===== src/design/llap_pkg.sv =====
`timescale 1ns / 1ps

package llap_pkg;

	localparam int MAC_W   = 48;
	localparam int BYTE_W  = 8;
	localparam int SEQ_W   = 32;
	localparam int FLAG_W  = 7;
	localparam int ST_W    = 3;
	localparam int RSN_W   = 4;

	localparam int IN_TDATA_W  = 120;
	localparam int OUT_TDATA_W = 112;

	localparam logic [BYTE_W-1:0] PAY_CAP_RST = 8'd44;
	localparam logic [1:0]        PROTO_TAG   = 2'b10;
	localparam logic [MAC_W-1:0]  BCAST_MAC   = {MAC_W{1'b1}};

	// link flag bit positions
	localparam int FL_ENTL = 0;
	localparam int FL_ID_A = 1;
	localparam int FL_ID_B = 2;
	localparam int FL_SEND = 3;
	localparam int FL_BUSY = 4;
	localparam int FL_RECV = 5;
	localparam int FL_FULL = 6;

	typedef enum logic [ST_W-1:0] {
		ST_INIT    = 3'd0,
		ST_PING    = 3'd1,
		ST_PONG    = 3'd2,
		ST_GOT     = 3'd3,
		ST_ACK     = 3'd4,
		ST_ACKACK  = 3'd5,
		ST_PROCEED = 3'd6
	} proto_state_t;

	typedef enum logic [RSN_W-1:0] {
		RSN_NONE      = 4'd0,
		RSN_TAG       = 4'd1,
		RSN_LENGTH    = 4'd2,
		RSN_INIT_LEN  = 4'd3,
		RSN_SAME_MAC  = 4'd4,
		RSN_OVL_INIT  = 4'd5,
		RSN_ROLE      = 4'd6,
		RSN_OVL_PING  = 4'd7,
		RSN_PEER      = 4'd8,
		RSN_STATE     = 4'd9
	} drop_reason_t;

	typedef struct packed {
		logic              user_busy;
		logic              user_full;
		logic [BYTE_W-1:0] payload_len;
		logic [BYTE_W-1:0] proto_byte;
		logic [MAC_W-1:0]  src_mac;
		logic [MAC_W-1:0]  dst_mac;
	} item_t;

	typedef struct packed {
		logic              zero_payload;
		logic              release_inbound;
		logic              capture_inbound;
		logic              load_outbound;
		logic [MAC_W-1:0]  reply_dst_mac;
		logic [SEQ_W-1:0]  reply_seq;
		logic [BYTE_W-1:0] reply_len;
		logic [BYTE_W-1:0] reply_proto;
		logic [RSN_W-1:0]  drop_reason;
		logic              transmit;
	} result_t;

endpackage


===== src/design/llap_proto.sv =====
`timescale 1ns / 1ps

// Link protocol state and the per-frame decision. The result is combinational
// from the registered item; state commits on adv.
module llap_proto (
	input  logic                       clk,
	input  logic                       arst_n,
	input  logic                       cfg_we,
	input  logic [llap_pkg::BYTE_W-1:0] cfg_data,
	input  logic                       adv,
	input  llap_pkg::item_t            item,
	output llap_pkg::result_t          result
);

	logic [llap_pkg::MAC_W-1:0]  peer_mac_q, peer_nx;
	logic [llap_pkg::ST_W-1:0]   own_q, own_nx;
	logic [llap_pkg::ST_W-1:0]   remote_q, remote_nx;
	logic [llap_pkg::BYTE_W-1:0] rlen_q, rlen_nx;
	logic [llap_pkg::SEQ_W-1:0]  seq_q, seq_nx, seq_inc;
	logic [llap_pkg::FLAG_W-1:0] flags_q, fl;
	logic [llap_pkg::BYTE_W-1:0] pay_cap_q;

	llap_pkg::drop_reason_t rsn;
	logic load, capture, release_i, ob_ok;

	always_comb begin
		peer_nx   = peer_mac_q;
		own_nx    = own_q;
		remote_nx = remote_q;
		rlen_nx   = rlen_q;
		seq_nx    = seq_q;
		fl        = flags_q;
		rsn       = llap_pkg::RSN_NONE;
		load      = 1'b0;
		capture   = 1'b0;
		release_i = 1'b0;
		ob_ok     = 1'b0;

		if (item.proto_byte[7:6] != llap_pkg::PROTO_TAG) begin
			rsn = llap_pkg::RSN_TAG;
		end else begin
			remote_nx = item.proto_byte[2:0];
			if (item.payload_len > pay_cap_q) begin
				rsn = llap_pkg::RSN_LENGTH;
			end else begin
				rlen_nx = '0;
				if (!fl[llap_pkg::FL_SEND] && fl[llap_pkg::FL_BUSY] && !item.user_full) begin
					fl[llap_pkg::FL_BUSY] = 1'b0;
				end
				if (item.user_busy && fl[llap_pkg::FL_RECV] && fl[llap_pkg::FL_FULL]) begin
					fl[llap_pkg::FL_FULL] = 1'b0;
					fl[llap_pkg::FL_RECV] = 1'b0;
				end
				// outbound attempt, shared by the ping/pong arms
				ob_ok = (item.user_full && !fl[llap_pkg::FL_BUSY]) || fl[llap_pkg::FL_SEND];

				unique case (item.proto_byte[5:0])
					{llap_pkg::ST_INIT, llap_pkg::ST_INIT}: begin
						if (item.payload_len != '0) begin
							rsn = llap_pkg::RSN_INIT_LEN;
						end else begin
							seq_nx = '0;
							fl     = '0;
							if (item.dst_mac == llap_pkg::BCAST_MAC) begin
								own_nx  = llap_pkg::ST_INIT;
								peer_nx = item.src_mac;
							end else if (item.dst_mac < item.src_mac) begin
								// never taken: flags were just cleared
								if (fl[llap_pkg::FL_ENTL]) begin
									rsn = llap_pkg::RSN_OVL_INIT;
								end else begin
									fl[llap_pkg::FL_ENTL] = 1'b1;
									fl[llap_pkg::FL_ID_B] = 1'b1;
									own_nx  = llap_pkg::ST_PING;
									peer_nx = item.src_mac;
								end
							end else if (item.dst_mac > item.src_mac) begin
								own_nx  = llap_pkg::ST_INIT;
								peer_nx = item.src_mac;
							end else begin
								rsn = llap_pkg::RSN_SAME_MAC;
							end
						end
					end
					{llap_pkg::ST_INIT, llap_pkg::ST_PING}: begin
						if (item.dst_mac < item.src_mac) begin
							rsn = llap_pkg::RSN_ROLE;
						end else if (fl[llap_pkg::FL_ENTL]) begin
							rsn = llap_pkg::RSN_OVL_PING;
						end else begin
							fl[llap_pkg::FL_ENTL] = 1'b1;
							fl[llap_pkg::FL_ID_A] = 1'b1;
							own_nx = llap_pkg::ST_PONG;
						end
					end
					{llap_pkg::ST_PROCEED, llap_pkg::ST_PING},
					{llap_pkg::ST_PONG, llap_pkg::ST_PING},
					{llap_pkg::ST_PROCEED, llap_pkg::ST_PONG},
					{llap_pkg::ST_PING, llap_pkg::ST_PONG}: begin
						if (peer_mac_q != item.src_mac) begin
							rsn = llap_pkg::RSN_PEER;
						end else if ((item.proto_byte[0] && !fl[llap_pkg::FL_ID_A]) ||
						             (!item.proto_byte[0] && !fl[llap_pkg::FL_ID_B])) begin
							// sender in Ping needs ID_A, sender in Pong needs ID_B
							rsn = llap_pkg::RSN_ROLE;
						end else if (ob_ok) begin
							if (!fl[llap_pkg::FL_BUSY]) begin
								fl[llap_pkg::FL_SEND] = 1'b1;
								fl[llap_pkg::FL_BUSY] = 1'b1;
							end
							rlen_nx = pay_cap_q;
							load    = 1'b1;
							own_nx  = llap_pkg::ST_GOT;
						end else begin
							own_nx = item.proto_byte[0] ? llap_pkg::ST_PONG : llap_pkg::ST_PING;
						end
					end
					{llap_pkg::ST_PING, llap_pkg::ST_GOT},
					{llap_pkg::ST_PONG, llap_pkg::ST_GOT}: begin
						if (!fl[llap_pkg::FL_RECV] && item.payload_len != '0) begin
							rlen_nx               = item.payload_len;
							fl[llap_pkg::FL_RECV] = 1'b1;
							capture               = 1'b1;
							own_nx                = llap_pkg::ST_ACK;
						end else begin
							rlen_nx = '0;
							own_nx  = item.proto_byte[4] ? llap_pkg::ST_PONG : llap_pkg::ST_PING;
						end
					end
					{llap_pkg::ST_GOT, llap_pkg::ST_PING}: begin
						own_nx = llap_pkg::ST_PONG;
					end
					{llap_pkg::ST_GOT, llap_pkg::ST_PONG}: begin
						own_nx = llap_pkg::ST_PING;
					end
					{llap_pkg::ST_GOT, llap_pkg::ST_ACK}: begin
						rlen_nx = item.payload_len;
						own_nx  = llap_pkg::ST_ACKACK;
					end
					{llap_pkg::ST_ACK, llap_pkg::ST_GOT}: begin
						fl[llap_pkg::FL_RECV] = 1'b0;
						own_nx = fl[llap_pkg::FL_ID_B] ? llap_pkg::ST_PING : llap_pkg::ST_PONG;
					end
					{llap_pkg::ST_ACK, llap_pkg::ST_ACKACK}: begin
						rlen_nx = item.payload_len;
						if (fl[llap_pkg::FL_RECV] && !item.user_busy && !fl[llap_pkg::FL_FULL]) begin
							fl[llap_pkg::FL_FULL] = 1'b1;
							release_i = 1'b1;
							own_nx    = llap_pkg::ST_PROCEED;
						end else begin
							own_nx = llap_pkg::ST_ACK;
						end
					end
					{llap_pkg::ST_ACKACK, llap_pkg::ST_ACK}: begin
						own_nx = llap_pkg::ST_GOT;
					end
					{llap_pkg::ST_ACKACK, llap_pkg::ST_PROCEED}: begin
						if (fl[llap_pkg::FL_SEND]) begin
							fl[llap_pkg::FL_SEND] = 1'b0;
							if (fl[llap_pkg::FL_BUSY] && !item.user_full) begin
								fl[llap_pkg::FL_BUSY] = 1'b0;
							end
						end
						rlen_nx = '0;
						own_nx = fl[llap_pkg::FL_ID_B] ? llap_pkg::ST_PING : llap_pkg::ST_PONG;
					end
					default: begin
						rsn = llap_pkg::RSN_STATE;
					end
				endcase
			end
		end
	end

	assign seq_inc = seq_nx + 1'b1;

	always_comb begin
		result             = '0;
		result.drop_reason = rsn;
		if (rsn == llap_pkg::RSN_NONE) begin
			result.transmit        = 1'b1;
			result.reply_proto     = {llap_pkg::PROTO_TAG, remote_nx, own_nx};
			result.reply_len       = rlen_nx;
			result.reply_seq       = seq_inc;
			result.reply_dst_mac   = peer_nx;
			result.load_outbound   = load;
			result.capture_inbound = capture;
			result.release_inbound = release_i;
			result.zero_payload    = (rlen_nx == '0);
		end
	end

	always_ff @(posedge clk or negedge arst_n) begin
		if (!arst_n) begin
			peer_mac_q <= '0;
			own_q      <= llap_pkg::ST_INIT;
			remote_q   <= llap_pkg::ST_INIT;
			rlen_q     <= '0;
			seq_q      <= '0;
			flags_q    <= '0;
			pay_cap_q  <= llap_pkg::PAY_CAP_RST;
		end else begin
			if (cfg_we) begin
				pay_cap_q <= cfg_data;
			end
			if (adv) begin
				peer_mac_q <= peer_nx;
				own_q      <= own_nx;
				remote_q   <= remote_nx;
				rlen_q     <= rlen_nx;
				flags_q    <= fl;
				seq_q      <= (rsn == llap_pkg::RSN_NONE) ? seq_inc : seq_nx;
			end
		end
	end

endmodule


===== src/design/link_liveness_ait_protocol.sv =====
`timescale 1ns / 1ps

// Channel   Dir  Handshake                  Payload
// s_axis    in   s_tvalid / s_tready        s_tdata: one received link frame
// m_axis    out  m_tvalid / m_tready        m_tdata: verdict and reply info
// cfg       in   cfg_valid / cfg_ready      cfg_data: payload cap
//
// One frame per cycle while the output is not stalled: frame is registered
// on input, decided by short combinational logic against the link state,
// and the result registered. The frame passes through the input register
// and then the result register. State commits as the item moves into the
// result register; output stalls fill both registers.
// Reset: Init/Init, flags and counters clear, payload cap 44.
module link_liveness_ait_protocol (
	input  logic                                 clk,
	input  logic                                 arst_n,

	input  logic                                 s_tvalid,
	output logic                                 s_tready,
	// [47:0] dst_mac, [95:48] src_mac, [103:96] proto_byte,
	// [111:104] payload_len, [112] user_full, [113] user_busy, [119:114] zero
	input  logic [llap_pkg::IN_TDATA_W-1:0]      s_tdata,

	output logic                                 m_tvalid,
	input  logic                                 m_tready,
	// [0] transmit, [4:1] drop_reason, [12:5] reply_proto, [20:13] reply_len,
	// [52:21] reply_seq, [100:53] reply_dst_mac, [101] load_outbound,
	// [102] capture_inbound, [103] release_inbound, [104] zero_payload,
	// [111:105] zero
	output logic [llap_pkg::OUT_TDATA_W-1:0]     m_tdata,

	input  logic                                 cfg_valid,
	output logic                                 cfg_ready,
	input  logic [llap_pkg::BYTE_W-1:0]          cfg_data
);

	localparam int ITEM_W = $bits(llap_pkg::item_t);
	localparam int RES_W  = $bits(llap_pkg::result_t);

	llap_pkg::item_t   item_s1;
	logic              valid_s1;
	llap_pkg::result_t res_s2, res_comb;
	logic              valid_s2;
	logic              adv;

	// stage 1 moves into the result register when it is empty or being drained
	assign adv       = valid_s1 && (!valid_s2 || m_tready);
	assign s_tready  = !valid_s1 || adv;
	assign cfg_ready = 1'b1;

	always_ff @(posedge clk or negedge arst_n) begin
		if (!arst_n) begin
			valid_s1 <= 1'b0;
			valid_s2 <= 1'b0;
		end else begin
			if (s_tready) begin
				valid_s1 <= s_tvalid;
			end
			if (adv) begin
				valid_s2 <= 1'b1;
			end else if (m_tready) begin
				valid_s2 <= 1'b0;
			end
		end
	end

	// payload registers, no reset
	always_ff @(posedge clk) begin
		if (s_tready && s_tvalid) begin
			item_s1 <= llap_pkg::item_t'(s_tdata[ITEM_W-1:0]);
		end
		if (adv) begin
			res_s2 <= res_comb;
		end
	end

	llap_proto u_proto (
		.clk      (clk),
		.arst_n   (arst_n),
		.cfg_we   (cfg_valid && cfg_ready),
		.cfg_data (cfg_data),
		.adv      (adv),
		.item     (item_s1),
		.result   (res_comb)
	);

	assign m_tvalid = valid_s2;
	assign m_tdata  = {{(llap_pkg::OUT_TDATA_W - RES_W){1'b0}}, res_s2};

endmodule

===== config.mk =====
export PLATFORM = sky130hd
export DESIGN_NAME = link_liveness_ait_protocol
export DESIGN_NICKNAME = d
export VERILOG_FILES = /design/src/design/llap_pkg.sv /design/src/design/llap_proto.sv /design/src/design/link_liveness_ait_protocol.sv
export SDC_FILE = /design/constraint.sdc
export NUM_CORES = 1
export LEC_CHECK = 0
export BUFFER_PORTS_ARGS = -buffer_cell sky130_fd_sc_hd__buf_2
export CORE_MARGIN = 2
export CORE_UTILIZATION = 50
export CTS_CLUSTER_DIAMETER = 200
export DETAILED_ROUTE_END_ITERATION = 10
export PLACE_DENSITY_LB_ADDON = 0.05
export RECOVER_POWER = 25
export SLEW_MARGIN = 10
export SYNTH_ARGS = -nofsm -noshare
export SYNTH_HDL_FRONTEND = slang
export SYNTH_HIERARCHICAL = 1
export SYNTH_SLANG_ARGS = --single-unit

===== constraint.sdc =====
create_clock -name clk -period 4.22 [get_ports clk]
set_input_delay 0.844 -clock clk [delete_from_list [all_inputs] [get_ports clk]]
set_output_delay 0.844 -clock clk [all_outputs]
set_load 0.05 [all_outputs]

# --- Word level (Yosys, flattened, before mapping) ---
# Cells that the tools add are included.
word_totals:
  regBits: 330
  input_bits: 133
  output_inout_bits: 115
  elab_cells: 191
op_classes:
  addsub: 1
  order_cmp: 3
  eq_ne: 24
  mux: 78
  bitwise: 7
  reduce_logical: 48
op_table:
  columns: ["cell", "n"]
  rows:
  - ["$mux W48", 7]
  - ["$mux W32", 5]
  - ["$mux W8", 7]
  - ["$mux W3", 17]
  - ["$eq A48 B48 Y1 const B", 1]
  - ["$gt A48 B48 Y1", 1]
  - ["$lt A48 B48 Y1", 1]
  - ["$ne A48 B48 Y1", 1]
  - ["$eq A6 B6 Y1 const B", 6]
  - ["$add A32 B1 Y32 const B", 1]
  - ["$eq A6 B5 Y1 const B", 5]
  - ["$pmux W3 S10", 1]
  - ["$mux W2", 13]
  - ["$mux W4", 6]
  - ["$pmux W8 S3", 1]
  - ["$pmux W4 S4", 1]
  - ["$mux W1", 15]
  - ["$ne A2 B2 Y1 const B", 7]
  - ["$logic_and A1 B1 Y1", 13]
  - ["$eq A6 B4 Y1 const B", 2]
  - ["$reduce_or A4 Y1", 3]
  - ["$logic_not A1 Y1", 11]
  - ["$reduce_and A9 Y1", 1]
  - ["$reduce_or A9 Y1", 1]
  - ["22 further kinds", 34]

# --- Depth between registers and ports, before layout ---
logic_depth:
  depth_word: 16
  ltp_mapped: 19
  mapped_depth_nobuf: 16

# --- Hierarchy ---
# The synthesis kept the hierarchy.
modules_own_cells:
  columns: ["mod", "instances", "cells_each", "area_per_inst_um2", "seq_area_each_um2"]
  rows:
  - ["llap_proto", 1, 1138, 9175.0, 2706.3]
  - ["link_liveness_ait_protocol", 1, 237, 6747.7, 6626.4]

# --- Least setup slack after synthesis ---
# Ideal clock, no wire load.
synth_timing:
  kind: "input-to-reg"
  start: "input port m_tready"
  end: "register u_proto/seq_q[29] in the netlist's numbering"
  t_arrival_ns: 4.669
  required_ns: 4.110
  slack_ns: -0.560
  path_stages: 5
  path_cell_list: "nand2b_1 > and2_1 > nand2_1 > clkbuf_1 > o41ai_1"
synth_between:
  elab_chain_cells: 2
synth_lines:
  columns: ["item", "line", "source"]
  rows:
  - ["start: declaration", "link_liveness_ait_protocol.sv:25", "input logic m_tready,"]
  - ["$logic_or A1 B1 Y1", "link_liveness_ait_protocol.sv:47", "assign adv = valid_s1 && (!valid_s2 || m_tready);"]
  - ["$logic_and A1 B1 Y1", "link_liveness_ait_protocol.sv:47", null]
  - ["named net adv", "link_liveness_ait_protocol.sv:44", "logic adv;"]
  - ["end signal: assignment", "llap_proto.sv:212", "seq_q <= (rsn == llap_pkg::RSN_NONE) ? seq_inc : seq_nx;"]
  - ["end: declaration", "llap_proto.sv:19", "logic [llap_pkg::SEQ_W-1:0] seq_q, seq_nx, seq_inc;"]
# The timed path passes the listed nets, and every way through them passes these cells.
# A chain may end at the register's enable or synchronous reset.

# --- Final worst setup path ---
layout_timing:
  start: "register u_proto/pay_cap_q[5] in the netlist's numbering"
  end: "register u_proto/seq_q[30] in the netlist's numbering"
layout_between:
  elab_chain_cells: 5
  word_cells_on_any_way: 8
  classes_between: "add/sub: 1; order compare: 1; mux: 5; reduce/logical: 1"
layout_lines:
  columns: ["item", "line", "source"]
  rows:
  - ["start: declaration", "llap_proto.sv:21", "logic [llap_pkg::BYTE_W-1:0] pay_cap_q;"]
  - ["start signal: assignment", "llap_proto.sv:201", "pay_cap_q <= llap_pkg::PAY_CAP_RST;"]
  - ["start signal: assignment", "llap_proto.sv:204", "pay_cap_q <= cfg_data;"]
  - ["$gt A8 B8 Y1 (*)", "llap_proto.sv:43", "if (item.payload_len > pay_cap_q) begin"]
  - ["$mux W32 / $mux W4 (equally long branches)", "llap_proto.sv:43", null]
  - ["$mux W32 / $mux W4 (equally long branches)", "llap_proto.sv:39", "if (item.proto_byte[7:6] != llap_pkg::PROTO_TAG) begin"]
  - ["$add A32 B1 Y32 / $logic_not A4 Y1 (equally long branches)", "llap_proto.sv:175, llap_proto.sv:212", null]
  - ["$mux W32 (*)", "llap_proto.sv:212", null]
# Every way passes the cells marked *; elsewhere a longest branch is shown, timed or not.

==> run_results.csv <==
group,metric,value,unit
outcome,outcome,"finished, violations left",
outcome,violations,"max-capacitance violations, max-slew violations",
finish,layout_common_cells,"edfxtp_1, buf_2, nand2_1",
clock_tree,htreeDepth,2,
synth,syn_area,15900,um2
worst_hold_path,worstHoldPathType,"primary input to register",
worst_setup_path,cp-end-kind,"register",
timing,rsz0062_at_grt,"no",
finish,nets,1805,
place,dpl_worst_slack,375,ps
place,dp.cells,1977,
grt,grt_first_pass_wirelength,61700,um
grt,overflow,0,
timing,slew-limit-headroom,-80.7,%
place,numPortBuffers,233,
worst_setup_path,max_stage_delay,530,ps
finish,areaGrowthSynthToFinish,17.7,%
worst_hold_path,holdPathStages,1,
place,hpwlAfterDp,27500,um
worst_setup_path,worstPathRequired,4610,ps
finish,final_common_cell,"edfxtp_1",
worst_setup_path,crit_family,"simple AND/OR/NAND/NOR gates",
power_and_ir_drop,swShare,26.2,%
timing,tightest_slew,2710,ps
power_and_ir_drop,vdd_ir_drop_max,0.300,mV
clock_tree,cts_tree,"done",
timing,finalCritPeriodShare,88.5,%
synth,synth_ff_type,"edfxtp_1",
clock_tree,ctsHoldBuffers,0,
timing,hold_viol,0,
worst_setup_path,start_kind,"register",
worst_setup_path,arrival,4120,ps
place,place_congestion,0.869,
timing,fmax,268,MHz
clock_tree,clock_sinks,329,
route,vias,11431,
synth,async_flop_share,33.4,%
timing,final-max-slew-violation-count,47,
route,drc,0,
worst_setup_path,path_class,"register to register",
worst_hold_path,min_from,"s_tdata[29]",
timing,setup-violations-final,0,
run,maxCapViolCount,1,
power_and_ir_drop,p_per_area,420,nW/um2
clock_tree,clk_latency,520,ps
grt,grt_max_degree,71,
synth,ys_ff_latch,329,
power_and_ir_drop,p_int,5.81,mW
synth,synth_edf_count,219,
timing,fin_ws,485,ps
power_and_ir_drop,pwr-share-clk,40.3,%
worst_setup_path,cp_cell_sequence,"inv_1 > ha_1 > a21oi_1 > o21ai_0 > o22a_1 > nor3_4 > nor2_1 > ha_1 > nand4_1 > or3_1 > nor3_1 > a31oi_1 > o21ai_0 > o31ai_1",
clock_tree,cts_buffers,37,
route,ant_nets,0,
finish,drive_above_1_share,22.8,%
worst_setup_path,crit_fanout,6,
clock_tree,cts_root_buf,"clkbuf_16",
worst_setup_path,critPathBufInv,1,
synth,yosysWarnings,6,
grt,grt_usage,23.7,%
power_and_ir_drop,switching_power,2.06,mW
floorplanning,rows,65,
route,viasPerCell,5.59,
power_and_ir_drop,leakage,7.56,nW
floorplanning,initial_core_util,50.6,%
synth,synth_area_per_cell,11.6,um2
floorplanning,io_pins,248,
clock_tree,cts_buffer_depth,3,
worst_setup_path,ff2ff_path_depth,14,
worst_setup_path,r2r_start,"u_proto/pay_cap_q[5]",
timing,fin_skew,10.9,ps
route,totalWireLength,39600,um
route,drt_iter0_drc,892,
floorplanning,fp.dieArea,33300,um2
floorplanning,coreArea,31500,um2
finish,layout.cells.non_filler,2045,
floorplanning,die_w,182,um
worst_setup_path,cp.depth,14,
timing,fin_crit,3730,ps
grt,grt_pass1_vias,11077,
synth,synth_seq_area_share,58.6,%
route,wl_per_cell,19.4,um
synth,synth_cell_types,77,
grt,antenna_found_initial,0,
finish,num_antenna_cells,0,
worst_setup_path,critPathSlowestCell,"dfstp_2",
floorplanning,die_y,182,um
route,drt_pre_antenna_iters,7,
power_and_ir_drop,p_comb_share,11.7,%
worst_setup_path,startpoint,"u_proto/pay_cap_q[5]",
synth,synth_cells,1375,
power_and_ir_drop,seqPwrFrac,48.0,%
timing,tns,0,ps
clock_tree,clk_pin_slew_worst_paths,60,ps
-- metrics by stage --
step / instance area [um2] / power, mW / util (%) / hold WS (ps)
6_report: 18700 / 7.88 / 59.5 / 492
5_1_grt: 18700 / 8.18 / 59.5 / 477
4_1_cts: 18800 / 7.95 / 59.7 / 361
3_5_place_dp: 17600 / 4.76 / 55.8 / 482
3_3_place_gp: 17600 / 4.75 / 55.8 / 482
2_1_floorplan: 15900 / 4.44 / - / 457
-- synth_stat cells (5+ instances only) --
cell / instances / area (um2)
o21a_1: 5 / 37.5
dfrtp_1: 107 / 2680
xnor2_1: 68 / 596
and3_1: 13 / 81.3
and4_1: 8 / 70.1
nor2_1: 66 / 248
a31oi_1: 25 / 156
xor2_1: 11 / 96.3
inv_1: 69 / 259
nand4_1: 41 / 257
mux2_4: 20 / 300
o31ai_1: 22 / 165
clkbuf_1: 36 / 135
nand2b_1: 10 / 62.6
edfxtp_1: 219 / 6580
nor3_1: 11 / 55.1
buf_2: 17 / 85.1
buf_1: 5 / 18.8
a21o_1: 6 / 45.0
o22ai_1: 6 / 37.5
o41ai_1: 7 / 61.3
a22o_1: 16 / 140
and2_1: 8 / 50.1
mux2_2: 31 / 349
nand2_1: 187 / 702
buf_4: 11 / 82.6
o21ai_0: 53 / 265
nand3_1: 36 / 180
nor4_1: 17 / 106
a21oi_1: 99 / 495
ha_1: 58 / 726
nor2b_1: 10 / 62.6
-- worst reg2reg max path, cell delays in order, from the launching register on --
cell and delay (ps):
dfstp_2 530, inv_1 50, ha_1 280, a21oi_1 60, o21ai_0 260, o22a_1 390, nor3_4 90, nor2_1 110
ha_1 320, nand4_1 200, or3_1 490, nor3_1 380, a31oi_1 130, o21ai_0 210, o31ai_1 110
-- cells by family (layout without fill, tap and decap cells) --
group           after synthesis  after routing  synth area share (%)
compound gates              273            273                  10.7
xor+xnor                     79             79                  4.35
fa+ha+maj                    59             59                  4.62
buf+inv                     141            403                  3.81
flops                       329            329                  58.6
mux                          53             53                  4.20
other cells                   3              9                0.0707
simple gates                438            438                  13.6
-- repair_timing --
action / CTS / global route
resized for setup: 0 / 1
endpoints found under the setup margin: 0 / 1
setup buffers: 0 / 0
-- worst paths after layout --
path	endpoint	slack [ps]
setup / recovery	u_proto/seq_q[30]	490
hold / removal	item_s1[29]	490
setup reg to reg	u_proto/seq_q[30]	490
hold reg to reg	u_proto/rlen_q[0]	500
max in group asynchronous	u_proto/peer_mac_q[46]	990
min in group asynchronous	u_proto/seq_q[16]	1180
-- final cells by class --
| cell class | instances | area, um2 |
|---|---|---|
| fill | 2612 | 12700 |
| sequential | 329 | 9330 |
| multi-input combinational | 911 | 6020 |
| timing repair buffer | 265 | 1410 |
| clock buffer | 54 | 1070 |
| tap | 402 | 503 |
| inverter | 70 | 263 |
| clock inverter | 14 | 148 |
-- power by group through the flow --
stage | registers (mW) | clock network (mW) | logic, mW
floorplan | 4.03 | 0 | 0.408
global placement | 3.84 | 0 | 0.907
detailed placement | 3.84 | 0 | 0.920
CTS | 3.78 | 3.24 | 0.925
global route | 3.80 | 3.38 | 0.998
finish | 3.78 | 3.18 | 0.920
-- flip-flops by register name, indices dropped and copies added, names as in the netlist --
signal and count:
item_s1 114, m_tdata 105, u_proto/peer_mac_q 48, u_proto/seq_q 32
u_proto/pay_cap_q 8, u_proto/rlen_q 8, u_proto/flags_q 7, u_proto/remote_q 3
u_proto/own_q 2, m_tvalid 1, valid_s1 1
-- routing by layer --
layer	vias to the layer above	part of all wire (%)	track usage [%]
li1	5478	-	-
met1	5518	45	33.5
met5	-	0	0
met3	53	4.9	3.05
met4	0	2.2	6.45
met2	382	48	38.9
Note: power is estimated with default switching activity, not from simulation.
